--- config.mk ---
export PLATFORM = sky130hd
export DESIGN_NAME = dmr_voice_privacy_descrambler_unit
export DESIGN_NICKNAME = d
export VERILOG_FILES = /design/src/hdl/dvpd_pkg.sv /design/src/hdl/dvpd_core.sv /design/src/hdl/dmr_voice_privacy_descrambler_unit.sv
export SDC_FILE = /design/constraint.sdc
export NUM_CORES = 1
export LEC_CHECK = 0
export BUFFER_PORTS_ARGS = -buffer_cell sky130_fd_sc_hd__buf_2
export CORE_MARGIN = 3
export CORE_UTILIZATION = 35
export CTS_CLUSTER_SIZE = 16
export DETAILED_ROUTE_END_ITERATION = 10
export GPL_ROUTABILITY_DRIVEN = 0
export PLACE_DENSITY_LB_ADDON = 0.2
export REMOVE_ABC_BUFFERS = 1
export SYNTH_ARGS = -nofsm -noshare
export SYNTH_HDL_FRONTEND = slang
export SYNTH_SLANG_ARGS = --single-unit
--- constraint.sdc ---
create_clock -name clk -period 8.6 [get_ports clk]
set_input_delay 1.29 -clock clk [delete_from_list [all_inputs] [get_ports clk]]
set_output_delay 1.29 -clock clk [all_outputs]
set_load 0.01 [all_outputs]
--- src/hdl/dvpd_pkg.sv ---
package dvpd_pkg;

  localparam int FRAME_W    = 49;
  localparam int KEY_W      = 48;
  localparam int EKEY_W     = 40;
  localparam int ID_W       = 8;
  localparam int BKEY_W     = 8;
  localparam int ROM_W      = 16;
  localparam int CFG_IDX_W  = 8;
  localparam int CFG_DATA_W = 40;

  localparam logic [ID_W-1:0] FID_BASIC = 8'h10;
  localparam logic [ID_W-1:0] FID_ENH   = 8'h68;

  localparam logic [ROM_W-1:0] BASIC_HI_MASK = 16'hFF0F;

  // register indexes on the config port
  localparam logic [CFG_IDX_W-1:0] CFG_BASIC_KEY    = 8'd0;
  localparam logic [CFG_IDX_W-1:0] CFG_ENHANCED_KEY = 8'd1;
  localparam logic [CFG_IDX_W-1:0] CFG_MUTE_SLOT0   = 8'd2;
  localparam logic [CFG_IDX_W-1:0] CFG_MUTE_SLOT1   = 8'd3;

  typedef enum logic [1:0] {
    CIPHER_NONE  = 2'd0,
    CIPHER_BASIC = 2'd1,
    CIPHER_ENH   = 2'd2
  } cipher_t;

  typedef struct packed {
    logic               slot;
    logic [FRAME_W-1:0] voice_bits;
    logic               privacy_flag;
    logic [ID_W-1:0]    key_id;
    logic [ID_W-1:0]    feature_id;
    logic               new_call;
  } item_t;

  typedef struct packed {
    logic [FRAME_W-1:0] clear_bits;
    cipher_t            cipher;
    logic               encrypted;
    logic               play;
  } result_t;

  // rolling key write-back for the frame's slot
  typedef struct packed {
    logic             upd;
    logic [KEY_W-1:0] key;
  } key_upd_t;

  typedef struct packed {
    logic [BKEY_W-1:0] basic_key;
    logic [EKEY_W-1:0] enhanced_key;
    logic              mute_slot0;
    logic              mute_slot1;
  } cfg_t;

  localparam logic [ROM_W-1:0] BP_ROM [256] = '{
    16'h0000, 16'h1F00, 16'hE300, 16'hFC00, 16'h2503, 16'h3A03, 16'hC603, 16'hD903,
    16'h4A05, 16'h5505, 16'hA905, 16'hB605, 16'h6F06, 16'h7006, 16'h8C06, 16'h9306,
    16'h2618, 16'h3918, 16'hC518, 16'hDA18, 16'h031B, 16'h1C1B, 16'hE01B, 16'hFF1B,
    16'h6C1D, 16'h731D, 16'h8F1D, 16'h901D, 16'h491E, 16'h561E, 16'hAA1E, 16'hB51E,
    16'h4B28, 16'h5428, 16'hA828, 16'hB728, 16'h6E2B, 16'h712B, 16'h8D2B, 16'h922B,
    16'h012D, 16'h1E2D, 16'hE22D, 16'hFD2D, 16'h242E, 16'h3B2E, 16'hC72E, 16'hD82E,
    16'h6D30, 16'h7230, 16'h8E30, 16'h9130, 16'h4833, 16'h5733, 16'hAB33, 16'hB433,
    16'h2735, 16'h3835, 16'hC435, 16'hDB35, 16'h0236, 16'h1D36, 16'hE136, 16'hFE36,
    16'h2B49, 16'h3449, 16'hC849, 16'hD749, 16'h0E4A, 16'h114A, 16'hED4A, 16'hF24A,
    16'h614C, 16'hAE4C, 16'h824C, 16'h9D4C, 16'h444F, 16'h5B4F, 16'hA74F, 16'hB84F,
    16'h0D51, 16'h1251, 16'hEE51, 16'hF151, 16'h2852, 16'h3752, 16'hCB52, 16'hD452,
    16'h4754, 16'h5854, 16'hA454, 16'hBB54, 16'h6257, 16'h7D57, 16'h8157, 16'h9E57,
    16'h6061, 16'h7F61, 16'h8361, 16'h9C61, 16'h4562, 16'h5A62, 16'hA662, 16'hB962,
    16'h2A64, 16'h3564, 16'hC964, 16'hD664, 16'h0F67, 16'h1067, 16'hEC67, 16'hF367,
    16'h4679, 16'h5979, 16'hA579, 16'hBA79, 16'h637A, 16'h7C7A, 16'h807A, 16'h9F7A,
    16'h0C7C, 16'h137C, 16'hEF7C, 16'hF07C, 16'h297F, 16'h367F, 16'hCA7F, 16'hD57F,
    16'h4D89, 16'h5289, 16'hAE89, 16'hB189, 16'h688A, 16'h778A, 16'h8B8A, 16'h948A,
    16'h078C, 16'h188C, 16'hE48C, 16'hFB8C, 16'h228F, 16'h3D8F, 16'hC18F, 16'hDE8F,
    16'h6B91, 16'h7491, 16'h8891, 16'h9791, 16'h4E92, 16'h5192, 16'hAD92, 16'hB292,
    16'h2194, 16'h3E94, 16'hC294, 16'hDD94, 16'h0497, 16'h1B97, 16'hE797, 16'hF897,
    16'h06A1, 16'h19A1, 16'hE5A1, 16'hFAA1, 16'h23A2, 16'h3CA2, 16'hC0A2, 16'hDFA2,
    16'h4CA4, 16'h53A4, 16'hAFA4, 16'hB0A4, 16'h69A7, 16'h76A7, 16'h8AA7, 16'h95A7,
    16'h20B9, 16'h3FB9, 16'hC3B9, 16'hDCB9, 16'h05BA, 16'h1ABA, 16'hE6BA, 16'hF9BA,
    16'h6ABC, 16'h75BC, 16'h89BC, 16'h96BC, 16'h4FBF, 16'h50BF, 16'hACBF, 16'hB3BF,
    16'h66C0, 16'h79C0, 16'h85C0, 16'h9AC0, 16'h43C3, 16'h5CC3, 16'hA0C3, 16'hBFC3,
    16'h2CC5, 16'h33C5, 16'hCFC5, 16'hD0C5, 16'h09C6, 16'h16C6, 16'hEAC6, 16'hF5C6,
    16'h84D0, 16'h85DF, 16'h8AD3, 16'h8BDC, 16'hB6D5, 16'hB7DA, 16'hB8D6, 16'hB9D9,
    16'hD0DA, 16'hD1D5, 16'hDED9, 16'hDFD6, 16'hE2DF, 16'hE3D0, 16'hECDC, 16'hEDD3,
    16'h2DE8, 16'h32E8, 16'hCEE8, 16'hD1E8, 16'h08EB, 16'h17EB, 16'hEBEB, 16'hF4EB,
    16'h67ED, 16'h78ED, 16'h84ED, 16'h9BED, 16'h42EE, 16'h5DEE, 16'hA1EE, 16'hBEEE,
    16'h0BF0, 16'h14F0, 16'hE8F0, 16'hF7F0, 16'h2EF3, 16'h31F3, 16'hCDF3, 16'hD2F3,
    16'h41F5, 16'h5EF5, 16'hA2F5, 16'hBDF5, 16'h64F6, 16'h7BF6, 16'h87F6, 16'h98F6
  };

  // keystream bit j is key bit 47-j
  function automatic logic [KEY_W-1:0] rev_key(input logic [KEY_W-1:0] k);
    logic [KEY_W-1:0] r;
    for (int j = 0; j < KEY_W; j++) begin
      r[j] = k[KEY_W-1-j];
    end
    return r;
  endfunction

  function automatic logic [KEY_W-1:0] basic_expand(input logic [ROM_W-1:0] e);
    return {e & BASIC_HI_MASK, e, e};
  endfunction

  // 40-bit key followed by a copy of its top byte
  function automatic logic [KEY_W-1:0] key_load(input logic [EKEY_W-1:0] ek);
    return {ek, ek[EKEY_W-1 -: 8]};
  endfunction

  // t = k << 1; k' = ((t << 8) & 0xFFFFFFFF0000) | ((t >> 32) & 0xFFFF)
  function automatic logic [KEY_W-1:0] key_advance(input logic [KEY_W-1:0] k);
    return {k[38:7], k[46:31]};
  endfunction

endpackage

--- src/hdl/dvpd_core.sv ---
module dvpd_core (
  input  dvpd_pkg::item_t                item,
  input  dvpd_pkg::cfg_t                 cfg,
  input  logic [dvpd_pkg::KEY_W-1:0]     roll_key,
  input  logic                           key_loaded,
  output dvpd_pkg::result_t              res,
  output dvpd_pkg::key_upd_t             kupd
);

  logic                          gate;
  logic                          use_basic;
  logic                          use_enh;
  logic [dvpd_pkg::KEY_W-1:0]    basic_key48;
  logic [dvpd_pkg::KEY_W-1:0]    enh_key48;
  logic [dvpd_pkg::KEY_W-1:0]    sel_key;
  logic                          mute;

  always_comb begin
    gate      = item.privacy_flag && (item.key_id == '0);
    use_basic = gate && (item.feature_id == dvpd_pkg::FID_BASIC) && (cfg.basic_key != '0);
    use_enh   = gate && !use_basic && (item.feature_id == dvpd_pkg::FID_ENH)
                && (cfg.enhanced_key != '0);

    basic_key48 = dvpd_pkg::basic_expand(dvpd_pkg::BP_ROM[cfg.basic_key]);
    // reload on the first frame of a call or if this slot never had a key
    enh_key48   = (item.new_call || !key_loaded) ? dvpd_pkg::key_load(cfg.enhanced_key)
                                                  : roll_key;

    sel_key = '0;
    res.cipher = dvpd_pkg::CIPHER_NONE;
    if (use_basic) begin
      sel_key    = basic_key48;
      res.cipher = dvpd_pkg::CIPHER_BASIC;
    end else if (use_enh) begin
      sel_key    = enh_key48;
      res.cipher = dvpd_pkg::CIPHER_ENH;
    end

    // top frame bit passes through
    res.clear_bits = item.voice_bits ^ {1'b0, dvpd_pkg::rev_key(sel_key)};
    res.encrypted  = item.privacy_flag;
    mute           = item.slot ? cfg.mute_slot1 : cfg.mute_slot0;
    res.play       = !item.privacy_flag || !mute;

    kupd.upd = use_enh;
    kupd.key = dvpd_pkg::key_advance(enh_key48);
  end

endmodule

--- src/hdl/dmr_voice_privacy_descrambler_unit.sv ---
// DMR voice privacy descrambler. Takes one FEC-decoded 49-bit voice frame per
// transfer and returns one result per frame, in order: the frame with basic
// privacy or enhanced rolling-key scrambling removed from bits 0..47, the
// cipher used, the encrypted flag and a play decision from the slot's mute
// register. Throughput is one frame per clock while the output is not
// stalled. A frame taken in goes to an input register, then to the result
// register, with the whole descramble and key-advance path between them.
// A stalled result register does not block one more frame from being taken
// into the input register. Each slot keeps its own rolling key, updated at
// the moment an enhanced frame moves into the result register, so frames of
// the same slot may follow each other back to back. Configuration is written
// through cfg_we/cfg_index/cfg_wdata; the user must write it only while the
// block is idle, which the block itself does not enforce; unknown indexes
// are ignored.
module dmr_voice_privacy_descrambler_unit (
  input  logic                              clk,
  input  logic                              rst_n,

  input  logic                              cfg_we,
  input  logic [dvpd_pkg::CFG_IDX_W-1:0]    cfg_index,
  input  logic [dvpd_pkg::CFG_DATA_W-1:0]   cfg_wdata,

  input  logic                              in_valid,
  output logic                              in_stall,
  input  logic                              in_slot,
  input  logic [dvpd_pkg::FRAME_W-1:0]      in_voice_bits,
  input  logic                              in_privacy_flag,
  input  logic [dvpd_pkg::ID_W-1:0]         in_key_id,
  input  logic [dvpd_pkg::ID_W-1:0]         in_feature_id,
  input  logic                              in_new_call,

  output logic                              out_valid,
  input  logic                              out_stall,
  output logic [dvpd_pkg::FRAME_W-1:0]      out_clear_bits,
  output logic [1:0]                        out_cipher_used,
  output logic                              out_encrypted,
  output logic                              out_play
);

  dvpd_pkg::cfg_t                cfg_r;
  dvpd_pkg::item_t               item_r;
  logic                          item_valid_r;
  dvpd_pkg::result_t             res_r;
  logic                          res_valid_r;
  logic [dvpd_pkg::KEY_W-1:0]    roll_key_r [2];
  logic [1:0]                    key_loaded_r;

  dvpd_pkg::result_t             res_nxt;
  dvpd_pkg::key_upd_t            kupd;
  logic                          advance;
  logic                          in_take;

  assign advance  = item_valid_r && (!res_valid_r || !out_stall);
  assign in_stall = item_valid_r && !advance;
  assign in_take  = in_valid && !in_stall;

  // config registers
  always_ff @(posedge clk) begin
    if (!rst_n) begin
      cfg_r.basic_key    <= '0;
      cfg_r.enhanced_key <= '0;
      cfg_r.mute_slot0   <= 1'b1;
      cfg_r.mute_slot1   <= 1'b1;
    end else if (cfg_we) begin
      unique case (cfg_index)
        dvpd_pkg::CFG_BASIC_KEY:    cfg_r.basic_key    <= cfg_wdata[dvpd_pkg::BKEY_W-1:0];
        dvpd_pkg::CFG_ENHANCED_KEY: cfg_r.enhanced_key <= cfg_wdata[dvpd_pkg::EKEY_W-1:0];
        dvpd_pkg::CFG_MUTE_SLOT0:   cfg_r.mute_slot0   <= cfg_wdata[0];
        dvpd_pkg::CFG_MUTE_SLOT1:   cfg_r.mute_slot1   <= cfg_wdata[0];
        default: ;
      endcase
    end
  end

  // input register
  always_ff @(posedge clk) begin
    if (!rst_n) begin
      item_valid_r <= 1'b0;
    end else if (in_take) begin
      item_valid_r <= 1'b1;
    end else if (advance) begin
      item_valid_r <= 1'b0;
    end
  end

  always_ff @(posedge clk) begin
    if (in_take) begin
      item_r.slot         <= in_slot;
      item_r.voice_bits   <= in_voice_bits;
      item_r.privacy_flag <= in_privacy_flag;
      item_r.key_id       <= in_key_id;
      item_r.feature_id   <= in_feature_id;
      item_r.new_call     <= in_new_call;
    end
  end

  dvpd_core u_core (
    .item       (item_r),
    .cfg        (cfg_r),
    .roll_key   (roll_key_r[item_r.slot]),
    .key_loaded (key_loaded_r[item_r.slot]),
    .res        (res_nxt),
    .kupd       (kupd)
  );

  // per-slot rolling key state
  always_ff @(posedge clk) begin
    if (!rst_n) begin
      key_loaded_r  <= '0;
      roll_key_r[0] <= '0;
      roll_key_r[1] <= '0;
    end else if (advance && kupd.upd) begin
      key_loaded_r[item_r.slot] <= 1'b1;
      roll_key_r[item_r.slot]   <= kupd.key;
    end
  end

  // result register
  always_ff @(posedge clk) begin
    if (!rst_n) begin
      res_valid_r <= 1'b0;
    end else if (advance) begin
      res_valid_r <= 1'b1;
    end else if (!out_stall) begin
      res_valid_r <= 1'b0;
    end
  end

  always_ff @(posedge clk) begin
    if (advance) begin
      res_r <= res_nxt;
    end
  end

  assign out_valid       = res_valid_r;
  assign out_clear_bits  = res_r.clear_bits;
  assign out_cipher_used = res_r.cipher;
  assign out_encrypted   = res_r.encrypted;
  assign out_play        = res_r.play;

endmodule

==> run metrics <==
Synth top area share 0.540; sequential share of the synthesized area 0.639; clk sink count approximately 260; Post-CTS Setup Inserts 0; crit share post-route 0.475; Placed Area 0.0124 sq mm; Synth Instances about 910; total number of yosys warnings 0; DRC 0; WS Path Type reg -> reg; ant diodes 0; status finished, final reports clean; total negative slack 0 ns; Design Power 2.74 mW; compound-cell area share of the yosys netlist 0.0845; CP Launch Type register; total CTS buffers 29; layout cells sized above 1 0.245; Mean Syn Cell Area approximately 12 sq um; Synth top cells by count edfxtp_1, nand2_1, nor2_1; Synth area leader edfxtp_1; Clk pin slew, worst setup/hold paths 0.06 ns; Post-CTS Resized 0; VDD IR max roughly 160 uV; Post-synth EDFFs 201; FMAX ~240 MHz; final setup violation count 0; Die Y 185 um; die width 185 um; Max FO, Critical Path 42; Worst-Margin Slew 0.967 ns; RSZ-0062 raised after global routing no; post-synthesis cell area 0.0112 sq mm; worst path required time 8.78 ns; Async SR Flop Fraction 0; router iterations before antenna repair 5; Detail Route Antenna Nets 0; FF-to-FF setup slack between 4 and 5 ns; DR iter-0 viols around 420; pin count of the biggest net entering global routing 70; LEAKAGE 4.87 nW; Pwr Density 206 mW/mm^2; max cap viols 0; Final Cell Area 0.0133 sq mm; Layout Nets approximately 1200; final design utilization 0.430; initial antenna violation count 0; count of cell types in the netlist between 50 and 60; H-tree Lvls 1; fill count around 2900; most numerous cell in the Yosys netlist edfxtp_1; worst-skew pair later-pin latency approximately 0.54 ns; arrival time at the worst endpoint 4.26 ns; Tot GR Track Use 0.158; site row count 64; via count 7286; IO Count 176; Port Buffers 175; DIE AREA 0.0341 sq mm; main combinational cell family by area after synthesis simple AND/OR/NAND/NOR gates; Clock Skews 0.0118 ns; HP Class reg -> reg; CTS max path bufs 3; Synth Area in Adders 0.00560; Max Transition Viols Final 0; starting density of the core 0.360; Synth Flop Type edfxtp_1; first-pass GRT wire length 41800 um; TritonCTS clock tree yes; endpoints failing hold 0; vias in the first global route 7187; total gr overflow 0; Post-Place Cells 1437; area delta synth->final 19.2%; relative slew slack 0.355; DR vias/cell 4.89; Tmin final 4.09 ns; Worst Setup End Kind register; root cell of the clock tree clkbuf_16; Final HPWL DP 18200 um; xor/xnor share of the synthesized area 0.0502; Core Area 0.0310 sq mm; #FFs+latches synth about 260; final std cells w/o fill 1490; simple-gate area share of the yosys netlist 0.128; wirelength, routed 27300 um; main area contributors after synthesis edfxtp_1, dfxtp_1, mux2i_1, nand2_1, xor2_1; post-synthesis mux area share 0.0625; drt wl/cell approximately 18 um; hold_buf cts 0
cells in the final DEF (no fill, tap or decap), types with 5 or more instances in the layout:
cell and instances:
a211oi_1 5, a21boi_0 40, a21oi_1 16, buf_2 175, buf_4 14, clkbuf_1 6, clkbuf_16 29, clkinv_1 7
clkinv_2 6, dfxtp_1 54, edfxtp_1 201, ha_1 5, inv_1 8, mux2_2 14, mux2i_1 54, nand2_1 127
nand2b_1 6, nand3_1 6, nor2_1 82, nor2_2 14, nor2b_1 14, nor3_1 8, nor4_1 12, o21ai_0 43
o21ai_1 7, o21bai_1 19, or3_1 10, xnor2_1 13, xor2_1 51
through the flow:
stage	worst slack [ns]	hold WS, ns
floorplan	-0.00402	0.400
global placement	4.05	0.403
detailed placement	4.01	0.407
CTS	4.47	0.420
global route	4.26	0.427
finish	4.51	0.423
registers in the layout, summed over array words and instances (netlist names), named ones only:
name and cells:
out_encrypted 1, cfg_r 50, roll_key_r 80, item_r 68
out_play 1, out_valid 1, out_clear_bits 49, out_cipher_used 2
item_valid_r 1, key_loaded_r 2
power breakdown:
group          total, mW  internal (mW)  switching (mW)
clock network       1.22          0.742           0.481
logic              0.115         0.0517          0.0636
registers           1.40           1.38          0.0148
total               2.74           2.18           0.559
metal layers:
layer / vias to the layer above / share of wire / global-route usage
li1: 3565 / - / -
met1: 3469 / 0.46 / 0.227
met2: 217 / 0.46 / 0.254
met3: 35 / 0.066 / 0.0306
met4: 0 / 0.018 / 0.0306
met5: - / 0 / 0
logic make-up (layout without fill, tap and decap cells):
group,count (synthesis),in the layout
flip-flops,256,256
buffers and inverters,66,251
adder cells (fa/ha/maj),5,5
XOR/XNOR,64,64
multiplexers,68,68
AO/OA/AOI/OAI,146,146
AND/OR/NAND/NOR,304,304
worst max-delay path, cell delays in order, from the launching register on:
cell	delay [ns]
edfxtp_1	0.36
nor4_1	0.33
nand4_1	0.20
or4b_4	0.66
or2_1	0.31
inv_6	0.09
nand4b_4	0.59
nand2_1	0.65
buf_4	0.49
final timing paths:
kind,start,endpoint,cells after the start
max,item_r[10]$_DFFE_PP_,roll_key_r[0][32]$_SDFFCE_PN0P_,8
min,item_r[66]$_DFFE_PP_,out_clear_bits[48]$_DFFE_PP_,0
max reg2reg,item_r[10]$_DFFE_PP_,roll_key_r[0][32]$_SDFFCE_PN0P_,8
min reg2reg,item_r[66]$_DFFE_PP_,out_clear_bits[48]$_DFFE_PP_,0
layout make-up:
cell class,count,area (sq um),area share
multi-input cells,587,3720,0.279
well taps,396,495,0.0372
inverters,9,38.8,0.00291
flip-flops and latches,256,7140,0.536
clock inverters,17,176,0.0133
repair buffers,189,981,0.0737
clock buffers,36,762,0.0572
Note: power is estimated with default switching activity, not from simulation.
